## config.mk

```make
export PLATFORM = sky130hd
export DESIGN_NAME = bech32_address_encoder_core_flat
export DESIGN_NICKNAME = d
export VERILOG_FILES = /design/src/design/b32e_pkg.sv /design/src/design/b32e_in_if.sv /design/src/design/b32e_out_if.sv /design/src/design/bech32_address_encoder_core.sv /design/src/flat_wrapper.sv
export SDC_FILE = /design/constraint.sdc
export NUM_CORES = 1
export LEC_CHECK = 0
export BUFFER_PORTS_ARGS = -buffer_cell sky130_fd_sc_hd__buf_2
export CAP_MARGIN = 20
export CORE_MARGIN = 2
export CORE_UTILIZATION = 54
export CTS_BUF_LIST = sky130_fd_sc_hd__clkbuf_16
export CTS_CLUSTER_DIAMETER = 200
export DETAILED_ROUTE_END_ITERATION = 16
export GPL_ROUTABILITY_DRIVEN = 0
export PLACE_DENSITY = 0.76
export SLEW_MARGIN = 20
export SYNTH_ARGS = -nofsm -noshare
export SYNTH_HDL_FRONTEND = slang
export SYNTH_SLANG_ARGS = --single-unit
```

## constraint.sdc

```tcl
create_clock -name clk_i -period 4.24 [get_ports clk_i]
set_clock_uncertainty 0.05 [all_clocks]
set_input_delay 0.212 -clock clk_i [delete_from_list [all_inputs] [get_ports clk_i]]
set_output_delay 0.212 -clock clk_i [all_outputs]
set_load 0.01 [all_outputs]
```

## src/design/b32e_pkg.sv

```systemverilog
// Shared types, constants and functions of the bech32 address encoder.
// Holds the checksum generator, the character set and the sequencer states.
// No dependencies.
package b32e_pkg;

  // Prefix store depth and the widths that follow from it
  localparam int PREFIX_MAX = 32;
  localparam int PFX_W      = (PREFIX_MAX > 1) ? $clog2(PREFIX_MAX) : 1;
  localparam int LEN_W      = $clog2(PREFIX_MAX + 1);

  // Transaction function codes
  localparam logic [1:0] FUNC_PREFIX = 2'd0;
  localparam logic [1:0] FUNC_DATA   = 2'd1;
  localparam logic [1:0] FUNC_FINISH = 2'd2;

  // Separator character '1'
  localparam logic [7:0] SEP_CHAR = 8'h31;

  // Number of checksum characters, also the number of trailing zero folds
  localparam int         CSUM_CHARS = 6;
  localparam logic [2:0] CSUM_LAST  = 3'(CSUM_CHARS - 1);

  localparam logic [29:0] GEN_POLY [5] = '{
    30'h3b6a57b2, 30'h26508e6d, 30'h1ea119fa, 30'h3d4233dd, 30'h2a1462b3
  };

  // qpzry9x8gf2tvdw0s3jn54khce6mua7l
  localparam logic [7:0] CHARSET [32] = '{
    8'h71, 8'h70, 8'h7a, 8'h72, 8'h79, 8'h39, 8'h78, 8'h38,
    8'h67, 8'h66, 8'h32, 8'h74, 8'h76, 8'h64, 8'h77, 8'h30,
    8'h73, 8'h33, 8'h6a, 8'h6e, 8'h35, 8'h34, 8'h6b, 8'h68,
    8'h63, 8'h65, 8'h36, 8'h6d, 8'h75, 8'h61, 8'h37, 8'h6c
  };

  typedef enum logic [2:0] {
    S_IDLE,
    S_PREFIX,
    S_SEP,
    S_FOLD,
    S_DATA,
    S_PAD,
    S_MIX,
    S_CHECK
  } b32e_state_e;

  // One polymod step: shift the checksum by one 5-bit group
  function automatic logic [29:0] poly_step(input logic [29:0] c);
    logic [4:0]  top;
    logic [29:0] r;
    top = c[29:25];
    r   = {c[24:0], 5'b0};
    for (int i = 0; i < 5; i++) begin
      if (top[i]) begin
        r = r ^ GEN_POLY[i];
      end
    end
    return r;
  endfunction

endpackage

```

## src/design/b32e_in_if.sv

```systemverilog
// Input channel of the bech32 address encoder: function code and value byte.
// Depends on nothing.
interface b32e_in_if;
  logic       valid;
  logic       ready;
  logic [1:0] func;
  logic [7:0] value;

  modport source (output valid, output func, output value, input ready);
  modport sink   (input valid, input func, input value, output ready);
endinterface

```

## src/design/b32e_out_if.sv

```systemverilog
// Output channel of the bech32 address encoder: one character per transaction.
// Depends on nothing.
interface b32e_out_if;
  logic       valid;
  logic       ready;
  logic [7:0] character;
  logic       last;
  logic       error;

  modport source (output valid, output character, output last, output error, input ready);
  modport sink   (input valid, input character, input last, input error, output ready);
endinterface

```

## src/design/bech32_address_encoder_core.sv

```systemverilog
// Streaming bech32 encoder. A prefix item echoes its character or flags an error; a
// data item emits one or two characters. The first data or finish item adds the
// separator and the fold, which walks the prefix store at one entry per cycle through
// its single read port. Finish pads, runs six polymod steps and emits six checksum
// characters. Output stalls hold every step that emits a character. Reset (rst_ni
// low) clears control state.
module bech32_address_encoder_core (
  input  logic        clk_i,
  input  logic        rst_ni,
  b32e_in_if.sink     in_i,
  b32e_out_if.source  out_o
);
  import b32e_pkg::*;

  b32e_state_e state_q, state_d;

  logic [29:0]      cs_q, cs_d;
  logic [LEN_W-1:0] len_q, len_d;
  logic             dp_q, dp_d;
  logic [3:0]       lo_bits_q, lo_bits_d;
  logic [2:0]       lo_cnt_q, lo_cnt_d;
  logic [11:0]      acc_q, acc_d;
  logic [3:0]       bits_q, bits_d;
  logic [PFX_W-1:0] idx_q, idx_d;
  logic [2:0]       step_q, step_d;
  logic [1:0]       func_q, func_d;
  logic [7:0]       value_q, value_d;

  // Prefix low-group store
  logic [4:0]       mem [PREFIX_MAX];
  logic [4:0]       rd_data_q;
  logic [PFX_W-1:0] rd_addr;
  logic             mem_we;

  // Output register
  logic       out_valid_q;
  logic [7:0] out_char_q;
  logic       out_last_q, out_err_q;

  logic       in_fire, out_free, reject, fold_done;
  logic       emit, emit_last, emit_err;
  logic [7:0] emit_char;
  logic [3:0] bits_n;
  logic [4:0] grp;

  assign in_i.ready      = (state_q == S_IDLE);
  assign in_fire         = in_i.valid && in_i.ready;
  assign out_free        = !out_valid_q || out_o.ready;
  assign reject          = dp_q || (len_q == LEN_W'(PREFIX_MAX));
  assign fold_done       = ((LEN_W'(idx_q) + LEN_W'(1)) == len_q);
  assign bits_n          = bits_q - 4'd5;
  assign out_o.valid     = out_valid_q;
  assign out_o.character = out_char_q;
  assign out_o.last      = out_last_q;
  assign out_o.error     = out_err_q;

  // Next state
  always_comb begin
    state_d = state_q;
    case (state_q)
      S_IDLE: begin
        if (in_fire) begin
          case (in_i.func)
            FUNC_PREFIX: state_d = S_PREFIX;
            FUNC_DATA:   state_d = dp_q ? S_DATA : S_SEP;
            FUNC_FINISH: state_d = dp_q ? S_PAD : S_SEP;
            default:     state_d = S_IDLE;
          endcase
        end
      end
      S_PREFIX: if (out_free) state_d = S_IDLE;
      S_SEP: begin
        if (out_free) begin
          if (len_q != '0) state_d = S_FOLD;
          else             state_d = (func_q == FUNC_DATA) ? S_DATA : S_PAD;
        end
      end
      S_FOLD: if (fold_done) state_d = (func_q == FUNC_DATA) ? S_DATA : S_PAD;
      S_DATA: if (out_free && bits_n < 4'd5) state_d = S_IDLE;
      S_PAD:  if (lo_cnt_q == '0 || out_free) state_d = S_MIX;
      S_MIX:  if (step_q == CSUM_LAST) state_d = S_CHECK;
      S_CHECK: if (out_free && step_q == CSUM_LAST) state_d = S_IDLE;
      default: state_d = S_IDLE;
    endcase
  end

  // Datapath and emitted characters
  always_comb begin
    cs_d      = cs_q;
    len_d     = len_q;
    dp_d      = dp_q;
    lo_bits_d = lo_bits_q;
    lo_cnt_d  = lo_cnt_q;
    acc_d     = acc_q;
    bits_d    = bits_q;
    idx_d     = idx_q;
    step_d    = step_q;
    func_d    = func_q;
    value_d   = value_q;
    mem_we    = 1'b0;
    rd_addr   = '0;
    emit      = 1'b0;
    emit_char = '0;
    emit_last = 1'b0;
    emit_err  = 1'b0;
    grp       = '0;
    case (state_q)
      S_IDLE: begin
        // capture the transaction
        if (in_fire) begin
          func_d  = in_i.func;
          value_d = in_i.value;
          acc_d   = {lo_bits_q, in_i.value};
          bits_d  = 4'(lo_cnt_q) + 4'd8;
        end
      end
      S_PREFIX: begin
        // echo or reject, fold high bits, store low bits
        if (out_free) begin
          emit = 1'b1;
          if (reject) begin
            emit_err = 1'b1;
          end else begin
            emit_char = value_q;
            cs_d      = poly_step(cs_q) ^ {27'b0, value_q[7:5]};
            mem_we    = 1'b1;
            len_d     = len_q + LEN_W'(1);
          end
        end
      end
      S_SEP: begin
        // emit the separator, fold the zero group, start reading the store
        if (out_free) begin
          emit      = 1'b1;
          emit_char = SEP_CHAR;
          cs_d      = poly_step(cs_q);
          idx_d     = '0;
          if (len_q == '0) dp_d = 1'b1;
        end
      end
      S_FOLD: begin
        // fold one stored low group per cycle, prefetch the next entry
        cs_d    = poly_step(cs_q) ^ {25'b0, rd_data_q};
        idx_d   = idx_q + PFX_W'(1);
        rd_addr = idx_q + PFX_W'(1);
        if (fold_done) dp_d = 1'b1;
      end
      S_DATA: begin
        // emit one regrouped 5-bit group per cycle while the output is free
        if (out_free) begin
          grp       = 5'(acc_q >> bits_n);
          emit      = 1'b1;
          emit_char = CHARSET[grp];
          cs_d      = poly_step(cs_q) ^ {25'b0, grp};
          bits_d    = bits_n;
          if (bits_n < 4'd5) begin
            lo_bits_d = acc_q[3:0] & 4'((5'd1 << bits_n[2:0]) - 5'd1);
            lo_cnt_d  = bits_n[2:0];
          end
        end
      end
      S_PAD: begin
        // flush leftover bits padded with zeros
        step_d = '0;
        if (lo_cnt_q != '0 && out_free) begin
          grp       = 5'({1'b0, lo_bits_q} << (3'd5 - lo_cnt_q));
          emit      = 1'b1;
          emit_char = CHARSET[grp];
          cs_d      = poly_step(cs_q) ^ {25'b0, grp};
          lo_bits_d = '0;
          lo_cnt_d  = '0;
        end
      end
      S_MIX: begin
        // six zero folds, then the final constant
        step_d = step_q + 3'd1;
        cs_d   = poly_step(cs_q);
        if (step_q == CSUM_LAST) begin
          cs_d   = poly_step(cs_q) ^ 30'd1;
          step_d = '0;
        end
      end
      S_CHECK: begin
        // emit checksum characters, top group first; clear for the next address
        if (out_free) begin
          emit      = 1'b1;
          emit_char = CHARSET[cs_q[29:25]];
          cs_d      = {cs_q[24:0], 5'b0};
          step_d    = step_q + 3'd1;
          if (step_q == CSUM_LAST) begin
            emit_last = 1'b1;
            cs_d      = 30'd1;
            len_d     = '0;
            dp_d      = 1'b0;
            lo_bits_d = '0;
            lo_cnt_d  = '0;
            step_d    = '0;
          end
        end
      end
      default: ;
    endcase
  end

  // Control state
  always_ff @(posedge clk_i or negedge rst_ni) begin
    if (!rst_ni) begin
      state_q     <= S_IDLE;
      cs_q        <= 30'd1;
      len_q       <= '0;
      dp_q        <= 1'b0;
      lo_bits_q   <= '0;
      lo_cnt_q    <= '0;
      step_q      <= '0;
      out_valid_q <= 1'b0;
    end else begin
      state_q   <= state_d;
      cs_q      <= cs_d;
      len_q     <= len_d;
      dp_q      <= dp_d;
      lo_bits_q <= lo_bits_d;
      lo_cnt_q  <= lo_cnt_d;
      step_q    <= step_d;
      if (emit) begin
        out_valid_q <= 1'b1;
      end else if (out_o.ready) begin
        out_valid_q <= 1'b0;
      end
    end
  end

  // Payload registers
  always_ff @(posedge clk_i) begin
    acc_q   <= acc_d;
    bits_q  <= bits_d;
    idx_q   <= idx_d;
    func_q  <= func_d;
    value_q <= value_d;
    if (emit) begin
      out_char_q <= emit_char;
      out_last_q <= emit_last;
      out_err_q  <= emit_err;
    end
  end

  // Prefix store: one write and one registered read per cycle
  always_ff @(posedge clk_i) begin
    if (mem_we) begin
      mem[len_q[PFX_W-1:0]] <= value_q[4:0];
    end
    rd_data_q <= mem[rd_addr];
  end

endmodule

```

## src/flat_wrapper.sv

```systemverilog
// flat-port wrapper written by rule: the top's interface ports become plain ports
module bech32_address_encoder_core_flat import b32e_pkg::*;
  (clk_i, rst_ni, in_i_valid, in_i_func, in_i_value, in_i_ready, out_o_valid, out_o_character, out_o_last, out_o_error, out_o_ready);
  b32e_in_if in_i_i ();
  b32e_out_if out_o_i ();
  input  logic clk_i;
  input  logic rst_ni;
  input wire logic [$bits(in_i_i.valid)-1:0] in_i_valid;
  input wire logic [$bits(in_i_i.func)-1:0] in_i_func;
  input wire logic [$bits(in_i_i.value)-1:0] in_i_value;
  output wire logic [$bits(in_i_i.ready)-1:0] in_i_ready;
  output wire logic [$bits(out_o_i.valid)-1:0] out_o_valid;
  output wire logic [$bits(out_o_i.character)-1:0] out_o_character;
  output wire logic [$bits(out_o_i.last)-1:0] out_o_last;
  output wire logic [$bits(out_o_i.error)-1:0] out_o_error;
  input wire logic [$bits(out_o_i.ready)-1:0] out_o_ready;
  assign in_i_i.valid = in_i_valid;
  assign in_i_i.func = in_i_func;
  assign in_i_i.value = in_i_value;
  assign in_i_ready = in_i_i.ready;
  assign out_o_valid = out_o_i.valid;
  assign out_o_character = out_o_i.character;
  assign out_o_last = out_o_i.last;
  assign out_o_error = out_o_i.error;
  assign out_o_i.ready = out_o_ready;
  bech32_address_encoder_core u_core (.clk_i(clk_i), .rst_ni(rst_ni), .in_i(in_i_i), .out_o(out_o_i));
endmodule
```

==> results_dict.tcl <==
set metrics [dict create \
    status "complete, no violations" \
    synth_edf_count 193 \
    syn_area_sq_mm 0.0127 \
    max-slew-margin-rel_pct 36.7 \
    cts_sinks 249 \
    diodes 0 \
    final_max_slew_viol_count 0 \
    start_util_pct 54.5 \
    clk_pin_slew_ns 0.06 \
    design.die.area_sq_mm 0.0247 \
    fillers 1868 \
    track_usage_pct 24.8 \
    synth_area_leaders "edfxtp_1 46%, dfrtp_1 9.9%, o21ai_0 3.8%, nor2_1 3.6%, nand2_1 3.4%" \
    peakVddDrop_uv 522 \
    drive_above_1_share_pct 11.0 \
    ant_nets 0 \
    syn_inst 1159 \
    cts_max_path_buffers 3 \
    clock_latency_ns 0.54 \
    overflow 0 \
    power_density_mw_per_mm2 758 \
    cts_root_buf "clkbuf_16" \
    chipHeight_microns 157 \
    syn_avg_cell_area_sq_um 10.9 \
    synth-seq-cells 249 \
    async_reset_ff_share_pct 20.5 \
    yosysTopAreaCellShare_pct 45.7 \
    critPathKind "reg -> reg" \
    yosysSeqAreaShare_pct 56.6 \
    rsz0062_at_grt "false" \
    drt_iter0_drc 996 \
    dr.pass1.iters 7 \
    report.final.hold_viol_count 0 \
    die_w_microns 157 \
    required_ns 4.47 \
    drt_wl_total_microns 30400 \
    critical_path_peak_fanout 19 \
    p_leak_nw 4.88 \
    wl_per_cell_microns 20.2 \
    min_period_ns 3.55 \
    hp-class "in -> async" \
    max_cap_violations 0 \
    placement.io_buffers 25 \
    cp-end-kind "flip-flop" \
    cp-start-kind "flip-flop" \
    vias 9475 \
    grt_pass1_wl_microns 47900 \
    rows 56 \
    synth_warnings 0 \
    areaGrowthSynthToFinish_pct 10.8 \
    drc 0 \
    tightest_slew_ns 0.946 \
    multi_input_area_sq_mm 0.00513 \
    io_pins 26 \
    antenna_found_initial 0 \
    setup_tns_ns 0 \
    fmax_ghz 0.282 \
    final-setup-viol-count 0 \
    numCtsBuffers 25 \
    coreArea_sq_mm 0.0233 \
    place_hpwl_microns 19700 \
    synth_top_cell_by_area "edfxtp_1" \
    seq_area_sq_mm 0.00717 \
    final_nets 1193 \
    ys_types 73 \
    power.total_mw 10.6 \
    fin_crit_sh_pct 83.7 \
    avgViaCountPerCell 6.31 \
    grt_max_degree 61 \
    cts_tree "built" \
    grt_pass1_vias 8731 \
    syn_nets 1188 \
    ctsHtreeMaxLevel 1 \
    synth_ff_type "edfxtp_1" \
    cp.arrival_ns 3.78 \
    post_cts_buffers 0 \
]
state kept, by name (all words and copies together) (netlist names), 3 cells and up:
name / flops
u_core.bits_q: 4
u_core.rd_data_q: 5
u_core.len_q: 6
u_core.value_q: 7
u_core.lo_cnt_q: 3
u_core.state_q: 3
u_core.step_q: 3
u_core.cs_q: 30
u_core.mem: 160
u_core.out_o.character: 8
u_core.idx_q: 5
u_core.lo_bits_q: 4
u_core.acc_q: 5
logic make-up (layout without fill, tap and decap cells):
logic type               count (synthesis)  in the layout  share of synthesized area [%]
AND/OR/NAND/NOR                        356            356                           12.8
AO/OA/AOI/OAI                          328            328                           16.6
flip-flops                             249            249                           56.6
buffers and inverters                  105            129                           3.26
multiplexers                            53             53                           5.46
XOR/XNOR                                52             52                           3.65
adder cells (fa/ha/maj)                 16             16                           1.57
report_power, final:
group / total, mW / switching [mW] / internal, mW
logic: 4.81 / 2.96 / 1.85
clock network: 2.25 / 0.926 / 1.32
registers: 3.58 / 0.509 / 3.08
layout by cell type (no fill, tap or decap), types with 11 or more instances in the layout:
cell type	count
nor2_1	120
nand3_1	21
clkbuf_16	25
inv_1	21
o221ai_1	27
dfrtp_1	50
a211oi_1	36
a31oi_1	15
nand2b_1	13
o22ai_1	14
dlygate4sd3_1	11
nor3_1	20
nand2_1	116
buf_4	25
mux2i_1	23
o21ai_0	97
a21oi_1	65
xor2_1	21
buf_2	25
edfxtp_1	193
xnor2_1	28
mux2_2	16
ha_1	15
timing repair:
item | 4_1_cts | 5_1_grt
hold buffers | 11 | 0
endpoints found under the hold margin | 60 | 0
resized for setup | 0 | 0
setup endpoints to repair | 0 | 0
critical path: stages, from the launching register on:
cell	delay, ns
edfxtp_1	0.43
inv_1	0.11
ha_1	0.71
mux2_2	0.43
mux4_2	0.48
a2bb2oi_2	0.50
nor2_1	0.14
nor4bb_1	0.33
o31ai_1	0.11
synth_stat cells (all sizes together) (14+ instances only):
library cell,n
a31oi,15
nor3,20
nor2,122
o21ai,99
ha,15
xor2,22
inv,20
clkbuf,70
mux2i,24
nand2,116
nand3,21
a21oi,65
a211oi,36
o22ai,14
dfrtp,50
o221ai,28
edfxtp,193
xnor2,30
mux2,19
path summary, 6_finish.rpt:
check / from / end / slack [ns] / cells past startpoint
min in group clk_i: in_i_value[6] / u_core.value_q[6] / 0.33 / 2
max reg2reg: u_core.bits_q[1] / u_core.out_o.character[2] / 0.69 / 8
max: u_core.bits_q[1] / u_core.out_o.character[2] / 0.69 / 8
min reg2reg: u_core.cs_q[15] / u_core.cs_q[15] / 0.45 / 2
max in group asynchronous: rst_ni / u_core.len_q[3] / 3.39 / 3
min: rst_ni / u_core.cs_q[15] / 0.28 / 3
layout make-up:
type | count | share of cell area (%)
Clock buffer | 25 | 4.45
Clock inverter | 21 | 1.54
Inverter | 22 | 0.588
Multi-Input combinational cell | 805 | 36.5
Sequential cell | 249 | 51.0
Tap cell | 319 | 2.84
Timing Repair Buffer | 61 | 3.01
per-layer routing:
| metal | up-vias | GRT usage (%) | part of all wire (%) |
|---|---|---|---|
| li1 | 4366 | - | - |
| met1 | 4575 | 36.3 | 43 |
| met2 | 464 | 37.0 | 45 |
| met3 | 70 | 5.07 | 9.2 |
| met4 | 0 | 8.57 | 3.2 |
| met5 | - | 0 | 0 |
per-stage QoR:
step | cell area (sq um) | worst slack, ns | utilization (%) | instances | hold WS [ns]
4_1_cts | 14100 | 0.772 | 60.4 | 1502 | 0.306
6_report | 14100 | 0.692 | 60.4 | 1502 | 0.280
3_5_place_dp | 13100 | 0.796 | 56.3 | 1445 | 0.333
3_3_place_gp | 13100 | 0.941 | 56.3 | 1445 | 0.333
5_1_grt | 14100 | 0.531 | 60.4 | 1502 | 0.323
2_1_floorplan | 12700 | 1.05 | - | 1159 | -0.134
(Power assumes the default switching activity.)
